## config.mk

```make
export PLATFORM = sky130hd
export DESIGN_NAME = gsff_mul
export DESIGN_NICKNAME = d
export VERILOG_FILES = /design/src/rtl/gsff_pkg.sv /design/src/rtl/gsff_mul.sv
export SDC_FILE = /design/constraint.sdc
export NUM_CORES = 2
export LEC_CHECK = 0
export BUFFER_PORTS_ARGS = -buffer_cell sky130_fd_sc_hd__buf_2
export CORE_UTILIZATION = 50
export CTS_BUF_LIST = sky130_fd_sc_hd__clkbuf_4 sky130_fd_sc_hd__clkbuf_8
export CTS_CLUSTER_DIAMETER = 200
export DETAILED_ROUTE_END_ITERATION = 8
export GPL_ROUTABILITY_DRIVEN = 0
export PLACE_DENSITY = 0.71
export REMOVE_ABC_BUFFERS = 1
export SKIP_CTS_REPAIR_TIMING = 1
export SYNTH_ARGS = -nofsm -noshare
export SYNTH_HDL_FRONTEND = slang
export SYNTH_SLANG_ARGS = --single-unit
```

## constraint.sdc

```tcl
create_clock -name clock -period 10.7 [get_ports clock]
set_clock_uncertainty 0.15 [all_clocks]
set_input_delay 2.14 -clock clock [delete_from_list [all_inputs] [get_ports clock]]
set_output_delay 2.14 -clock clock [all_outputs]
set_load 0.02 [all_outputs]
```

## src/rtl/gsff_pkg.sv

```systemverilog
// ----------------------------------------------------------------------------
// gsff_pkg
// shared types, constants and tables for the gaussian sum form factor block
// ----------------------------------------------------------------------------
package gsff_pkg;

   // run accumulation limits
   localparam int MAX_RUN   = 65536;
   localparam int RUN_CNT_W = $clog2(MAX_RUN + 1);
   localparam int RUN_SUM_W = 32 + $clog2(MAX_RUN);

   // mean divider sizes
   localparam int DIV_W     = RUN_SUM_W + 1;
   localparam int DIV_CNT_W = $clog2(DIV_W + 1);

   // 1/(4 pi) in q0.32
   localparam logic [31:0] INV_4PI  = 32'd341782638;
   localparam logic [31:0] EXP_ONE  = 32'h8000_0000;
   localparam logic [42:0] X_LIMIT  = 43'd786432;

   // csr register indexes
   localparam logic [2:0] CSR_GAUSS_TERM_0 = 3'd0;
   localparam logic [2:0] CSR_GAUSS_TERM_1 = 3'd1;
   localparam logic [2:0] CSR_GAUSS_TERM_2 = 3'd2;
   localparam logic [2:0] CSR_GAUSS_TERM_3 = 3'd3;
   localparam logic [2:0] CSR_OFFSET_TERM  = 3'd4;

   typedef struct packed {
      logic [23:0] q_value;
      logic        last;
   } req_type;

   typedef struct packed {
      logic signed [31:0] form_factor;
      logic signed [31:0] mean_factor;
      logic               mean_valid;
   } rsp_type;

   // floor((2^32-1)/k), estimate of 1/k for the series divide
   function automatic logic [31:0] recip_of(input logic [3:0] k);
      logic [31:0] r;
      case (k)
         4'd1:    r = 32'hFFFF_FFFF;
         4'd2:    r = 32'h7FFF_FFFF;
         4'd3:    r = 32'h5555_5555;
         4'd4:    r = 32'h3FFF_FFFF;
         4'd5:    r = 32'h3333_3333;
         4'd6:    r = 32'h2AAA_AAAA;
         4'd7:    r = 32'h2492_4924;
         4'd8:    r = 32'h1FFF_FFFF;
         4'd9:    r = 32'h1C71_C71C;
         4'd10:   r = 32'h1999_9999;
         4'd11:   r = 32'h1745_D174;
         4'd12:   r = 32'h1555_5555;
         default: r = 32'h0000_0000;
      endcase
      return r;
   endfunction

endpackage

```

## src/rtl/gsff_mul.sv

```systemverilog
// ----------------------------------------------------------------------------
// gsff_mul
// shared 32x32 unsigned multiplier with registered product
// ----------------------------------------------------------------------------
module gsff_mul import gsff_pkg::*; (
   input  logic        clock,
   input  logic [31:0] op_a,
   input  logic [31:0] op_b,
   output logic [63:0] prod
);

   logic [63:0] prod_ff;
   logic [63:0] prod_in;

   assign prod_in = {32'd0, op_a} * {32'd0, op_b};
   assign prod    = prod_ff;

   always_ff @(posedge clock) begin
      prod_ff <= prod_in;
   end

endmodule

```

# After elaboration in Yosys (flattened, before gate mapping)
# Index checks and enable logic that the tools add are counted.
[op_classes] n_mul=1
[ops] operator="32-bit by 32-bit multiplier with 64-bit output" n=1
[totals] regBits=64 in_bits=65 output_inout_bits=64 word_cells=2

# Depth between registers and ports, before layout
[logic_depth] word_depth=1 mapped_depth=29 ltp_nobuf=27

# Least setup slack after synthesis
# OpenSTA, ideal clock, no wires.
[synth_timing] path_type="input-to-reg" startpoint="in op_a[25]" endpoint="reg prod_ff[62], in the netlist prod[62]" setup_ns=0.072 t_arrival_ns=8.816 required_ns=10.478 setup_slack_ns=1.662 stages=25 n_path_buf=2 path_cell_list="clkbuf_1 -> nand2_1 -> fa_1 -> inv_1 -> fa_1 -> inv_1 -> fa_1 -> inv_1 -> fa_1 -> fa_1 -> fa_1 -> fa_1 -> inv_1 -> fa_1 -> inv_1 -> ha_1 -> buf_2 -> nand4_1 -> or4_1 -> or3_1 -> a31oi_1 -> a31o_2 -> a211oi_1 -> o21ai_1 -> xor2_1"
[synth_via] elab_chain_cells=1
[synth_lines] item="start: declaration" line_no="gsff_mul.sv:7" source="input logic [31:0] op_a,"
[synth_lines] item="32-bit by 32-bit multiplier with 64-bit output" line_no="gsff_mul.sv:15" source="assign prod_in = {32'd0, op_a} * {32'd0, op_b};"
[synth_lines] item="via prod_in[62]" line_no="gsff_mul.sv:13" source="logic [63:0] prod_in;"
[synth_lines] item="end signal: assignment" line_no="gsff_mul.sv:19" source="prod_ff <= prod_in;"
[synth_lines] item="end: declaration" line_no="gsff_mul.sv:12" source="logic [63:0] prod_ff;"
# The timed path passes the listed nets, and every way through them passes these cells.

# Final worst setup path
[layout_timing] startpoint="in op_a[17]" endpoint="reg prod_ff[62], in the netlist prod[62]"
# The elaborated chain is that of the path after synthesis.

==> flow_metrics.env <==
export IMPL_dp_hpwl_mm=74.77
export IMPL_synth_avg_cell_area_sq_um=9.215
export IMPL_final_common_cell="fa_1"
export IMPL_required_ps=10890
export IMPL_ys_ff_latch=64
export IMPL_cts_sinks=64
export IMPL_wl_per_cell_um=19.64
export IMPL_placed_cell_area_sq_um=35830
export IMPL_cts_clk_slew_worst_paths_ps=80
export IMPL_cp_start_kind="input port"
export IMPL_wirelength_mm=91.20
export IMPL_drtIter0Drc=1569
export IMPL_synth_edf_count=0
export IMPL_worst_slack_ps=1013
export IMPL_status="complete, no violations"
export IMPL_hp_start="op_a[0]"
export IMPL_design_area_sq_um=36070
export IMPL_fin_crit_sh_pct=90.53
export IMPL_grt_max_degree=33
export IMPL_grt_overflow_total=0
export IMPL_port_buffer_count=128
export IMPL_start_util_pct=50.49
export IMPL_crit_arrival_ps=9880
export IMPL_drc_errors=0
export IMPL_worstHoldPathCells=2
export IMPL_slew_headroom_pct=42.42
export IMPL_crit_fanout=20
export IMPL_syn_area_sq_um=34630
export IMPL_clock_path_buffers=2
export IMPL_ys_flop_type="dfxtp_1"
export IMPL_dr_pass1_iters=6
export IMPL_viasPerCell=5.401
export IMPL_die_h_um=265.2
export IMPL_core_sq_um=68590
export IMPL_drive_above_1_share_pct=5.121
export IMPL_route_vias_total=25080
export IMPL_hold_violations=0
export IMPL_rsz0062_at_grt="no"
export IMPL_largest_reg_flops=64
export IMPL_cap_violations=0
export IMPL_grt_pass1_wl_mm=149.1
export IMPL_whs_endpoint="prod[0]$_DFF_P_"
export IMPL_crit_path_end_kind="flip-flop"
export IMPL_syn_inst=3758
export IMPL_startpoint="op_a[17]"
export IMPL_cts_tree="built"
export IMPL_fin_tns_setup_ps=0
export IMPL_die_x_um=265.2
export IMPL_finalMaxSlewViolations=0
export IMPL_grt_use_total_pct=27.42
export IMPL_numCtsBuffers=9
export IMPL_min_path_type="input port to flip-flop"
export IMPL_worst_slew_pin_slew_ps=863.6
export IMPL_yosysSeqAreaShare_pct=3.700
export IMPL_grt_antenna_before_repair=8
export IMPL_pre_cts_ws_ps=661.9
export IMPL_num_rows=96
export IMPL_async_flop_share_pct=0
export IMPL_cts_root_buf="clkbuf_8"
export IMPL_synth_warnings=0
export IMPL_layout_nets=4929
export IMPL_finalSetupViolCount=0
export IMPL_yosys_cell_types_count=56
export IMPL_dieArea_sq_um=70320
export IMPL_final_antenna_net_count=0
export IMPL_io_pins=129
export IMPL_grt_pass1_vias=27400
export IMPL_area_growth_pct=4.159
export IMPL_path_class="input port to flip-flop"
export IMPL_fmax_ghz=0.1032
export IMPL_htreeDepth=3
export IMPL_timing_hold_ws_ps=2044
export IMPL_min_period_ps=9687
export IMPL_layout_common_cells="fa_1 (896), inv_1 (863), and2_1 (603), nand2_1 (478), ha_1 (263)"
[worst max-delay path, cell delays in order]
cell      delay (ps)
buf_2            510
buf_4            320
nand2_1           90
fa_1             490
fa_1             550
inv_1             60
fa_1             490
fa_1             590
fa_1             430
fa_1             460
fa_1             500
inv_1             50
fa_1             510
inv_1             50
ha_1             420
nand2_1          150
or4_1            520
or3_1            340
a31oi_1          470
a31o_2           280
a211oi_1         100
o21ai_1          170
xor2_1           150
[how the worst max path moves through the flow]
stage / slack [ps] / cells after the start / to
2_1_floorplan: 1950 / 22 / prod[62]$_DFF_P_
3_3_place_gp: 770 / 25 / prod[62]$_DFF_P_
3_5_place_dp: 660 / 23 / prod[62]$_DFF_P_
4_1_cts: 1100 / 23 / prod[62]$_DFF_P_
5_1_grt: 590 / 24 / prod[62]$_DFF_P_
6_report: 1010 / 23 / prod[62]$_DFF_P_
[per-stage QoR]
step           std cells  util, %
6_report            4644    52.59
5_1_grt             4642    52.58
4_1_cts             4641    52.58
3_5_place_dp        4625    52.25
3_3_place_gp        4625    52.25
2_1_floorplan       3531        -
[synthesized netlist by cell type (all sizes together), types with 3 or more instances]
cell / n / area (sq um)
fa: 896 / 17940
inv: 863 / 3239
and2: 603 / 3772
nand2: 478 / 1794
ha: 263 / 3291
clkbuf: 216 / 812.0
a21oi: 70 / 357.8
dfxtp: 64 / 1281
a21o: 37 / 277.8
xnor2: 33 / 289.0
o21ai: 30 / 150.1
xor2: 26 / 227.7
nand4: 24 / 150.1
nor2: 21 / 78.83
and3: 14 / 87.58
a31oi: 12 / 81.33
nand3: 12 / 60.06
buf: 11 / 52.55
o21bai: 10 / 75.07
o21a: 8 / 60.06
nor3: 5 / 25.02
or3: 5 / 31.28
a211oi: 4 / 30.03
a221o: 4 / 40.04
and4: 4 / 35.03
or2: 4 / 25.03
a21boi: 3 / 22.52
a311oi: 3 / 26.28
o211ai: 3 / 22.52
o221ai: 3 / 26.28
or4: 3 / 22.52
[final cells by class]
class                   instances  area [sq um]
fillers                      6237         32520
clock buffers                  10         137.6
well taps                     931          1165
multi-input cells            2604         29240
repair buffers                163         903.4
diodes                          3         7.507
inverters                     863          3239
clock inverters                 6         91.34
flip-flops and latches         64          1281
[cells by family (layout without fill, tap and decap cells)]
kind of cell / after synthesis / count (layout) / share of synthesized area (%)
buffers and inverters: 1090 / 1042 / 11.85
multiplexers: 1 / 1 / 0.02891
AO/OA/AOI/OAI: 205 / 205 / 3.917
AND/OR/NAND/NOR: 1180 / 1180 / 17.71
other: 0 / 3 / 0
adder cells (fa/ha/maj): 1159 / 1159 / 61.30
XOR/XNOR: 59 / 59 / 1.492
flip-flops: 64 / 64 / 3.700
[routing by layer]
layer  track usage [%]  vias up  wire length [um]  share of wire (%)
met5                 0        -                48              0.053
met4             9.155        6              3162                3.5
met3             4.536      196              7474                8.2
met2             46.26     1040             44350                 49
met1             35.98    13080             36160                 40
li1                  -    10760                 -                  -
Power is not shown: default switching activity piles up to over one toggle a cycle in this logic, so the estimate is an artifact.
