### src/rtl/gsff_pkg.sv
// ----------------------------------------------------------------------------
// gsff_pkg
// shared types, constants and tables for the gaussian sum form factor block
// ----------------------------------------------------------------------------
package gsff_pkg;

   // run accumulation limits
   localparam int MAX_RUN   = 65536;
   localparam int RUN_CNT_W = $clog2(MAX_RUN + 1);
   localparam int RUN_SUM_W = 32 + $clog2(MAX_RUN);

   // mean divider sizes
   localparam int DIV_W     = RUN_SUM_W + 1;
   localparam int DIV_CNT_W = $clog2(DIV_W + 1);

   // 1/(4 pi) in q0.32
   localparam logic [31:0] INV_4PI  = 32'd341782638;
   localparam logic [31:0] EXP_ONE  = 32'h8000_0000;
   localparam logic [42:0] X_LIMIT  = 43'd786432;

   // csr register indexes
   localparam logic [2:0] CSR_GAUSS_TERM_0 = 3'd0;
   localparam logic [2:0] CSR_GAUSS_TERM_1 = 3'd1;
   localparam logic [2:0] CSR_GAUSS_TERM_2 = 3'd2;
   localparam logic [2:0] CSR_GAUSS_TERM_3 = 3'd3;
   localparam logic [2:0] CSR_OFFSET_TERM  = 3'd4;

   typedef struct packed {
      logic [23:0] q_value;
      logic        last;
   } req_type;

   typedef struct packed {
      logic signed [31:0] form_factor;
      logic signed [31:0] mean_factor;
      logic               mean_valid;
   } rsp_type;

   // floor((2^32-1)/k), estimate of 1/k for the series divide
   function automatic logic [31:0] recip_of(input logic [3:0] k);
      logic [31:0] r;
      case (k)
         4'd1:    r = 32'hFFFF_FFFF;
         4'd2:    r = 32'h7FFF_FFFF;
         4'd3:    r = 32'h5555_5555;
         4'd4:    r = 32'h3FFF_FFFF;
         4'd5:    r = 32'h3333_3333;
         4'd6:    r = 32'h2AAA_AAAA;
         4'd7:    r = 32'h2492_4924;
         4'd8:    r = 32'h1FFF_FFFF;
         4'd9:    r = 32'h1C71_C71C;
         4'd10:   r = 32'h1999_9999;
         4'd11:   r = 32'h1745_D174;
         4'd12:   r = 32'h1555_5555;
         default: r = 32'h0000_0000;
      endcase
      return r;
   endfunction

endpackage

### src/rtl/gsff_div.sv
// ----------------------------------------------------------------------------
// gsff_div
// restoring divider for the run mean, one quotient bit per cycle
// ----------------------------------------------------------------------------
module gsff_div import gsff_pkg::*; (
   input  logic                 clock,
   input  logic                 reset,
   input  logic                 start,
   input  logic [DIV_W-1:0]     dividend,
   input  logic [RUN_CNT_W-1:0] divisor,
   output logic                 done,
   output logic [DIV_W-1:0]     quotient
);

   logic                 busy_ff, busy_in;
   logic                 done_ff, done_in;
   logic [DIV_CNT_W-1:0] cnt_ff, cnt_in;
   logic [RUN_CNT_W:0]   rem_ff, rem_in;
   logic [DIV_W-1:0]     quo_ff, quo_in;
   logic [RUN_CNT_W-1:0] dsr_ff, dsr_in;
   logic [RUN_CNT_W:0]   rem_sh;

   assign rem_sh = {rem_ff[RUN_CNT_W-1:0], quo_ff[DIV_W-1]};

   always_comb begin
      busy_in = busy_ff;
      done_in = 1'b0;
      cnt_in  = cnt_ff;
      rem_in  = rem_ff;
      quo_in  = quo_ff;
      dsr_in  = dsr_ff;
      if (start) begin
         busy_in = 1'b1;
         cnt_in  = DIV_CNT_W'(DIV_W);
         rem_in  = '0;
         quo_in  = dividend;
         dsr_in  = divisor;
      end else if (busy_ff) begin
         if (rem_sh >= {1'b0, dsr_ff}) begin
            rem_in = rem_sh - {1'b0, dsr_ff};
            quo_in = {quo_ff[DIV_W-2:0], 1'b1};
         end else begin
            rem_in = rem_sh;
            quo_in = {quo_ff[DIV_W-2:0], 1'b0};
         end
         cnt_in = cnt_ff - 1'b1;
         if (cnt_ff == DIV_CNT_W'(1)) begin
            busy_in = 1'b0;
            done_in = 1'b1;
         end
      end
   end

   always_ff @(posedge clock) begin
      if (reset) begin
         busy_ff <= 1'b0;
         done_ff <= 1'b0;
         cnt_ff  <= '0;
      end else begin
         busy_ff <= busy_in;
         done_ff <= done_in;
         cnt_ff  <= cnt_in;
      end
      rem_ff <= rem_in;
      quo_ff <= quo_in;
      dsr_ff <= dsr_in;
   end

   assign done     = done_ff;
   assign quotient = quo_ff;

endmodule

### config.mk
export PLATFORM = sky130hd
export DESIGN_NAME = gsff_div
export DESIGN_NICKNAME = d
export VERILOG_FILES = /design/src/rtl/gsff_pkg.sv /design/src/rtl/gsff_div.sv
export SDC_FILE = /design/constraint.sdc
export NUM_CORES = 1
export LEC_CHECK = 0
export BUFFER_PORTS_ARGS = -buffer_cell sky130_fd_sc_hd__buf_2
export CAP_MARGIN = 20
export CORE_ASPECT_RATIO = 1.4
export CORE_UTILIZATION = 48
export DETAILED_ROUTE_END_ITERATION = 7
export PLACE_DENSITY = 0.77
export SETUP_SLACK_MARGIN = 0.05
export SLEW_MARGIN = 20
export SYNTH_ARGS = -nofsm -noshare
export SYNTH_HDL_FRONTEND = slang
export SYNTH_SLANG_ARGS = --single-unit
### constraint.sdc
create_clock -name clock -period 2.45 [get_ports clock]
set_input_delay 0.6125 -clock clock [delete_from_list [all_inputs] [get_ports clock]]
set_output_delay 0.6125 -clock clock [all_outputs]
set_load 0.03 [all_outputs]
== Word-level counts from Yosys, hierarchy flattened ==
Cells that the tools add are included.
Cells by class
  $add $sub $neg: 2
  multipliers: 0
  div/mod/pow operators: 0
  magnitude comparators: 1
  equal/unequal tests: 1
  shift-type cells: 0
  mux-type cells: 10
  bitwise logic cells: 1
  reduce and logical (&&, ||, !) cells: 3
Operators with widths (number)
  $mux 49: 2
  $ge 18x17->1: 1
  $mux 17: 1
  $sub 17x17->17: 1
  $mux 6: 2
  $eq 6x1->1 const B: 1
  $sub 6x1->6 const B: 1
  $mux 1: 5
  $reduce_or 3->1: 1
  $reduce_bool 2->1: 1
  $reduce_or 2->1: 1
  $not 1->1: 1
Storage, ports and cells
  bits in registers: 91
  latch bits: 0
  memory bits (writable): 0
  ROM bits: 0
  memories: 0

== Longest topological paths before layout ==
Gate-level depths: netlist of run 1.
  depth in word-level cells: 4
  mapped depth: 13
  gate-level depth less buffers: 12

== Worst setup path after synthesis of run 1 ==
No wires, ideal clock.
  path type: reg-to-reg
  start point: register quo_ff[48] (netlist: quotient[48])
  end point: register rem_ff[16]
  setup time: 0.134 ns
  arrival time: 2.601 ns
  required time: 2.316 ns
  setup slack: -0.286 ns
  cell stages (with the launch flop): 13
  clock period less this slack: 2.736 ns
  path through: edfxtp_1 inv_1 ha_1 inv_1 fa_1 a21o_1 a221oi_2 o221ai_2 a21boi_2 o21ai_2 o21ai_2 mux2i_1 nor4_2
On the way
  cells in the longest elaborated chain, start to end: 2
Ends and longest elaborated chain
  start, declared: line gsff_div.sv:19  | logic [DIV_W-1:0] quo_ff, quo_in;
  start signal, assigned: line gsff_div.sv:65  | quo_ff <= quo_in;
  $sub 17x17->17 / $ge 18x17->1 (equally long branches): line gsff_div.sv:40, gsff_div.sv:39
  $mux 17 (*): line gsff_div.sv:39  | if (rem_sh >= {1'b0, dsr_ff}) begin
  end signal, assigned: line gsff_div.sv:64  | rem_ff <= rem_in;
  end, declared: line gsff_div.sv:18  | logic [RUN_CNT_W:0] rem_ff, rem_in;
Mark *: on every way between the ends. The rest lies on a longest branch, timed or not.
A chain may end at the register's enable or synchronous reset.

== Worst setup path after layout of run 1 ==
  start point: register quo_ff[48] (netlist: quotient[48])
  end point: register rem_ff[13]
The elaborated chain is that of the path after synthesis.

==> summary.txt, run 1 <==
CP Data Arrival Time -> 2.80 ns
Multi-input gate area -> 0.002012 mm²
Layout cells sized above 1 -> 0.5029
Fin crit share -> 1.054
Total track usage -> 0.2091
VDD IR max -> 0.4272 mV
Die height -> 116.8 µm
Worst Setup Start Kind -> register
Nets -> 609
Die span in x -> 84.01 µm
Kind of critical path -> register to register
Top_reg_cell synth -> edfxtp_1
Area Overhead vs Synth -> 32.56%
DR vias -> 3393
Failing checks -> DRC, setup timing
DIE AREA -> 0.009813 mm²
Wire per inst -> 16.08 µm
Register area share after synthesis -> 0.5493
Worst-path fanout max -> 5
CTS Buf Count -> 9
Setup Skew -> 0.004435 ns
Initial antenna violation count -> 0
Tmin final -> 2.583 ns
Clock-pin slew on the worst setup and hold paths -> 0.06 ns
Status -> complete, but fails checks
Ys Warns -> 0
Drt pass-1 iters -> 6
Worst setup EP type -> register
Detail Placement HPWL -> 7189 µm
H-tree Lvls -> 3
Cell variety after synth -> 52
Fin cells -> 632
Worst setup margin -> -0.1329 ns
Mapped Area -> 0.004519 mm²
Syn Nets -> 451
Synth Register Bits -> 91
Worst Hold Class -> primary input to register
Final setup viols -> 18
Violation count after the first detailed-route iteration -> 125
Ys async rst share -> 0
Pin count of the biggest net entering global routing -> 73
Worst-Skew Late Latency -> 0.34 ns
WL final -> 10170 µm
Core area -> 0.009080 mm²
ANT nets after route -> 0
Vias per Instance -> 5.369
Antenna Cells -> 0
# DRC -> 6
Fin. Hold Viols -> 0
Post-synth EDFFs -> 66
Filler Cell Count -> 666
CTS root buf -> clkbuf_16
PD cells -> 739.4 mW/mm²
Max Root-Sink Buffers -> 2
Fmax -> 387.2 MHz
Least-Margin Pin Slew -> 0.5609 ns
RSZ-0062 raised after global routing -> true
Hold slack -> 0.4449 ns
CP Data Required Time -> 2.67 ns
Dpl cells -> 608
RD Place Congestion -> 0.9456
First-pass GRT wire length -> 15770 µm
Sequential Area -> 0.002482 mm²
I/O pin cnt -> 119
LEAKAGE -> 2.592 nW
Grt total ovfl -> 0
Final slew viol count -> 0
Max-cap violations -> 0
Vias in the first global route -> 3529
IO buf count -> 118
Setup_tns -> -1.337 ns
Synthesized area per cell -> 12.48 µm²
Starting density of the core -> 0.4977
Cells after Synth -> 362
Slew HR -> 0.6247
CTS tree -> built
# clock sinks -> 91
Row cnt -> 41
==> state kept, by name, indices dropped and copies added, names as in the netlist <==
name	count
quotient	49
dsr_ff	17
rem_ff	17
cnt_ff	6
busy_ff	1
done	1
==> timing repair <==
item	4_1_cts	5_1_grt
endpoints found under the setup margin	18	18
setup buffers	8	3
pin swaps	7	19
hold buffers	0	0
gates resized for setup	4	34
==> through the flow <==
stage	cell area (µm²)	power [W]	utilization	setup WS, ns
floorplan	4533	0.002617	-	-0.1900
detailed placement	5484	0.002959	0.6040	-0.1986
CTS	5852	0.004378	0.6445	-0.1480
global placement	5484	0.002932	0.6040	-0.1715
finish	5991	0.004430	0.6598	-0.1329
global route	5991	0.004606	0.6598	-0.2771
==> path summary, 6_finish.rpt <==
| kind | startpoint | end | slack [ns] | depth (start not counted) |
|---|---|---|---|---|
| hold / removal | divisor[9] | dsr_ff[9]$_DFFE_PP_ | 0.44 | 1 |
| setup reg to reg | quotient[48]$_DFFE_PP_ | rem_ff[13]$_SDFFE_PP0P_ | -0.13 | 12 |
| setup / recovery | quotient[48]$_DFFE_PP_ | rem_ff[13]$_SDFFE_PP0P_ | -0.13 | 12 |
| hold reg to reg | rem_ff[3]$_SDFFE_PP0P_ | rem_ff[3]$_SDFFE_PP0P_ | 0.51 | 2 |
==> per-layer routing <==
layer / vias to the layer above / part of all wire / GRT usage
li1: 1660 / - / -
met1: 1590 / 0.38 / 0.2193
met2: 115 / 0.53 / 0.3831
met3: 28 / 0.059 / 0.05750
met4: 0 / 0.033 / 0.1138
met5: - / 0 / 0
==> critical path, stage by stage, from the launching register on <==
cell	delay, ns
edfxtp_1	0.39
inv_1	0.07
ha_2	0.18
inv_2	0.04
fa_2	0.35
a21o_1	0.21
a221oi_2	0.29
o221ai_2	0.19
a21oi_4	0.22
buf_6	0.14
buf_6	0.12
nand2b_4	0.16
o21ai_1	0.10
==> cell usage after synthesis, types with 7 or more instances <==
master,instances,area share
o21ai_0,8,0.0089
nand2_1,11,0.0091
inv_1,23,0.019
ha_1,19,0.053
clkbuf_1,12,0.010
xor2_1,8,0.016
a21oi_1,17,0.019
dfxtp_1,25,0.11
edfxtp_1,66,0.44
a211oi_1,7,0.012
nor2_1,34,0.028
mux2_2,49,0.12
xnor2_1,10,0.019
==> kinds of logic (layout without fill, tap and decap cells) <==
| kind of cell | after synthesis | after routing | synth area share |
|---|---|---|---|
| DFF | 91 | 91 | 0.5493 |
| and+or+nand+nor | 73 | 73 | 0.07946 |
| AOI/OAI and AO/OA | 67 | 67 | 0.1105 |
| muxes | 54 | 54 | 0.1332 |
| buffers and inverters | 39 | 202 | 0.03571 |
| adders and majority gates | 20 | 20 | 0.05703 |
| xor gates and xnor gates | 18 | 18 | 0.03488 |
==> area by class of cell <==
cell class | count | share of cell area
multi-input cells | 232 | 0.3358
well taps | 107 | 0.02235
inverters | 23 | 0.01441
clock inverters | 6 | 0.01086
repair buffers | 163 | 0.1640
clock buffers | 10 | 0.03822
flip-flops and latches | 91 | 0.4144
==> report_power, final <==
group	leakage (nW)	switching [W]	internal [W]
Sequential	0.865	0.0000864	0.00183
Combinational	1.58	0.000633	0.000509
Clock	0.144	0.000583	0.000793
==> cells in the final DEF (no fill, tap or decap), types with 3 or more instances in the layout <==
cell type,count
a211oi_2,6
a21oi_1,12
nor2_1,31
buf_6,7
buf_4,37
a211oi_1,6
nor2_4,3
xnor2_1,7
nor2b_1,3
a21oi_2,5
dfxtp_1,25
buf_2,117
mux2_2,49
o21ai_0,3
nand2_1,11
inv_1,21
nor3_1,5
mux2i_1,5
o21ai_2,5
edfxtp_1,66
ha_1,18
clkbuf_16,9
xor2_1,8
a21o_1,3
o21ai_1,4
o21a_1,4
Power figures use the tool's default switching activity.
==> run 2, diff against run 1 <==
- ABC_AREA: unset -> 1
- CORE_UTILIZATION: 48 -> 49
==> run 2 against run 1 <==
The flow now finishes without violations. Sequential share of layout area grew 0.17 points. Largest cell class unchanged. Setup slack gained 0.39 ns. Sequential power shrank 2%. Synthesized cell count grew 72%. First-iteration DRC count grew 110%. Synthesized area grew 9.2%. Clock skew grew 0.00093 ns.
==> summary.txt, run 2 <==
Synth Register Bits -> 91 (unchanged)
Worst-path fanout max -> 4 (was 5)
Worst setup EP type -> register (unchanged)
Nets -> 832 (was 609)
Max-cap violations -> 0 (unchanged)
Setup_tns -> 0 ns (was -1.337 ns)
Final setup viols -> 0 (was 18)
Detail Placement HPWL -> 8691 µm (was 7189 µm)
Filler Cell Count -> 859 (was 666)
Setup Skew -> 0.005365 ns (was 0.004435 ns)
Layout cells sized above 1 -> 0.2032 (was 0.5029)
RSZ-0062 raised after global routing -> false (was true)
CP Data Required Time -> 2.65 ns (was 2.67 ns)
# clock sinks -> 91 (unchanged)
Starting density of the core -> 0.5015 (was 0.4977)
Cells after Synth -> 624 (was 362)
Crit path max-delay family -> simple AND/OR/NAND/NOR gates (was compound AO/OA/AOI/OAI gates)
H-tree Lvls -> 3 (unchanged)
Hold-fix buffers, CTS -> 0 (unchanged)
WL final -> 11840 µm (was 10170 µm)
CP bufs+invs -> 2 (was 4)
DR vias -> 4392 (was 3393)
Wire per inst -> 13.40 µm (was 16.08 µm)
Crit-path cells -> inv_1, ha_1, inv_1, fa_1, nand3_1, nand3_1, nand2_1, nand2_1, xnor2_1, nand2_1, nand3_1, o21ai_0 (was inv_1, ha_2, inv_2, fa_2, a21o_1, a221oi_2, o221ai_2, a21oi_4, buf_6, buf_6, nand2b_4, o21ai_1)
Max Root-Sink Buffers -> 2 (unchanged)
Slew HR -> 0.6781 (was 0.6247)
Kind of critical path -> register to register (unchanged)
Least-Margin Pin Slew -> 0.4828 ns (was 0.5609 ns)
Fmax -> 456.8 MHz (was 387.2 MHz)
Cell variety after synth -> 32 (was 52)
IO buf count -> 118 (unchanged)
Register area share after synthesis -> 0.5028 (was 0.5493)
Top cell type's share of synthesized area -> 0.4014 (was 0.4385)
Die span in x -> 86.84 µm (was 84.01 µm)
Fin cells -> 883 (was 632)
Status -> finished, final reports clean (was complete, but fails checks)
Largest register FFs -> 49 (unchanged)
Post-synthesis cell type with the largest combined area -> edfxtp_1 (unchanged)
Leading post-synthesis cells by cell area -> edfxtp_1, nand2_1, dfxtp_1 (was edfxtp_1, mux2_2, dfxtp_1)
Row cnt -> 43 (was 41)
Post-synth EDFFs -> 66 (unchanged)
Worst Hold Class -> primary input to register (unchanged)
CP peak stage delay -> 0.43 ns (was 0.39 ns)
Die height -> 120.8 µm (was 116.8 µm)
Pin count of the biggest net entering global routing -> 43 (was 73)
Fin crit share -> 0.8934 (was 1.054)
Tmin final -> 2.189 ns (was 2.583 ns)
Antenna Cells -> 0 (unchanged)
Ys Warns -> 0 (unchanged)
LEAKAGE -> 3.149 nW (was 2.592 nW)
CTS root buf -> clkbuf_16 (unchanged)
Top_reg_cell synth -> edfxtp_1 (unchanged)
Worst path slowest cell -> fa_1 (was edfxtp_1)
VDD IR max -> 0.4621 mV (was 0.4272 mV)
Dpl cells -> 867 (was 608)
Vias in the first global route -> 4267 (was 3529)
Fin. Hold Viols -> 0 (unchanged)
Total track usage -> 0.2399 (was 0.2091)
I/O pin cnt -> 119 (unchanged)
Vias per Instance -> 4.974 (was 5.369)
Clock-pin slew on the worst setup and hold paths -> 0.06 ns (about the same)
CTS Buf Count -> 9 (unchanged)
CTS tree -> built (unchanged)
Top cells by count, synth -> nand2_1, inv_1, edfxtp_1, nand3_1, dfxtp_1 (was edfxtp_1, mux2_2, nor2_1, dfxtp_1, inv_1)
ANT nets after route -> 0 (unchanged)
CP Data Arrival Time -> 2.38 ns (was 2.80 ns)
Worst-Skew Late Latency -> 0.34 ns (about the same)
Most frequent cells in the layout -> nand2_1, buf_2, inv_1 (was buf_2, edfxtp_1, mux2_2)
Final slew viol count -> 0 (unchanged)
Initial antenna violation count -> 0 (unchanged)
Total power -> 0.003898 W (was 0.004430 W)
Sequential Area -> 0.002482 mm² (unchanged)
DIE AREA -> 0.01049 mm² (was 0.009813 mm²)
Commonest non-fill, non-tap cell in the layout -> nand2_1 (was buf_2)
Ys async rst share -> 0 (unchanged)
Grt total ovfl -> 0 (unchanged)
Drt pass-1 iters -> 5 (was 6)
Synthesized area per cell -> 7.912 µm² (was 12.48 µm²)
PD cells -> 653.3 mW/mm² (was 739.4 mW/mm²)
Worst Setup Start Kind -> register (unchanged)
Syn Nets -> 713 (was 451)
Multi-input gate area -> 0.002026 mm² (was 0.002012 mm²)
# DRC -> 0 (was 6)
Area Overhead vs Synth -> 20.86% (was 32.56%)
First-pass GRT wire length -> 19200 µm (was 15770 µm)
Mapped Area -> 0.004937 mm² (was 0.004519 mm²)
Most frequent cell after synthesis -> nand2_1 (was edfxtp_1)
RD Place Congestion -> 0.9656 (was 0.9456)
Violation count after the first detailed-route iteration -> 263 (was 125)
Core area -> 0.009846 mm² (was 0.009080 mm²)
## run 2: cell count changes after synthesis, sizes merged, moves of 5 or more
cell,delta
xor2,-7
a211oi,-10
nand3,+44
mux2i,-5
inv,+62
a21oi,-10
nand3b,+5
nand2,+273
mux2,-49
nor2,-8
## run 2: final timing paths
| kind | slack [ns] | cells after the start | endpoint | start |
|---|---|---|---|---|
| setup / recovery | 0.26 | 12 | rem_ff[8]$_SDFFE_PP0P_ | quotient[48]$_DFFE_PP_ |
| hold / removal | 0.44 | 1 | dsr_ff[2]$_DFFE_PP_ | divisor[2] |
| setup reg to reg | 0.26 | 12 | rem_ff[8]$_SDFFE_PP0P_ | quotient[48]$_DFFE_PP_ |
| hold reg to reg | 0.47 | 2 | rem_ff[16]$_SDFFE_PP0P_ | rem_ff[16]$_SDFFE_PP0P_ |
## run 2: stage by stage
step	utilization	area (µm²)	hold WS [ns]	worst slack [ns]
2_1_floorplan	-	4937	0.4404	0.09911
3_3_place_gp	0.5758	5669	0.4514	0.2742
3_5_place_dp	0.5758	5669	0.4606	0.1344
4_1_cts	0.6050	5957	0.4312	0.07965
5_1_grt	0.6060	5967	0.4274	0.09475
6_report	0.6060	5967	0.4420	0.2611
## run 2: what timing repair did
| action | in CTS | in global routing |
|---|---|---|
| setup buffers | 0 | 0 |
| endpoints found under the setup margin | 0 | 16 |
| resized for setup | 0 | 2 |
## run 2: routing by layer
metal | track usage | wire length, µm | vias to the layer above
met5 | 0 | 0 | -
met4 | 0.1313 | 421 | 0
met3 | 0.06416 | 811 | 37
met2 | 0.4144 | 5936 | 177
met1 | 0.2632 | 4665 | 1973
li1 | - | - | 2205
## run 2: worst reg2reg max path, stage by stage (launching register included)
cell      delay, ns
edfxtp_1       0.41
inv_1          0.10
ha_1           0.14
inv_1          0.07
fa_1           0.43
nand3_1        0.11
nand3_1        0.15
nand2_1        0.11
nand2_1        0.11
xnor2_1        0.16
nand2_1        0.07
nand3_1        0.07
o21ai_0        0.11
## run 2: final cells by class
type,instances,share of cell area
inverters,85,0.05347
well taps,135,0.02831
flip-flops and latches,91,0.4160
clock buffers,11,0.03900
repair buffers,127,0.1145
multi-input cells,429,0.3395
clock inverters,5,0.009226
## run 2: kinds of logic (layout without fill, tap and decap cells)
| family | after synthesis | after routing | share of synthesized area |
|---|---|---|---|
| AO/OA/AOI/OAI | 27 | 27 | 0.03092 |
| XOR/XNOR | 9 | 9 | 0.01597 |
| adder cells (fa/ha/maj) | 20 | 20 | 0.05221 |
| buffers and inverters | 104 | 228 | 0.08895 |
| flip-flops | 91 | 91 | 0.5028 |
| AND/OR/NAND/NOR | 373 | 373 | 0.3092 |
## run 2: power by group
group          internal [W]  switching, W  total, W
logic              0.000209      0.000457  0.000666
clock network      0.000788      0.000575   0.00136
registers           0.00180     0.0000678   0.00187
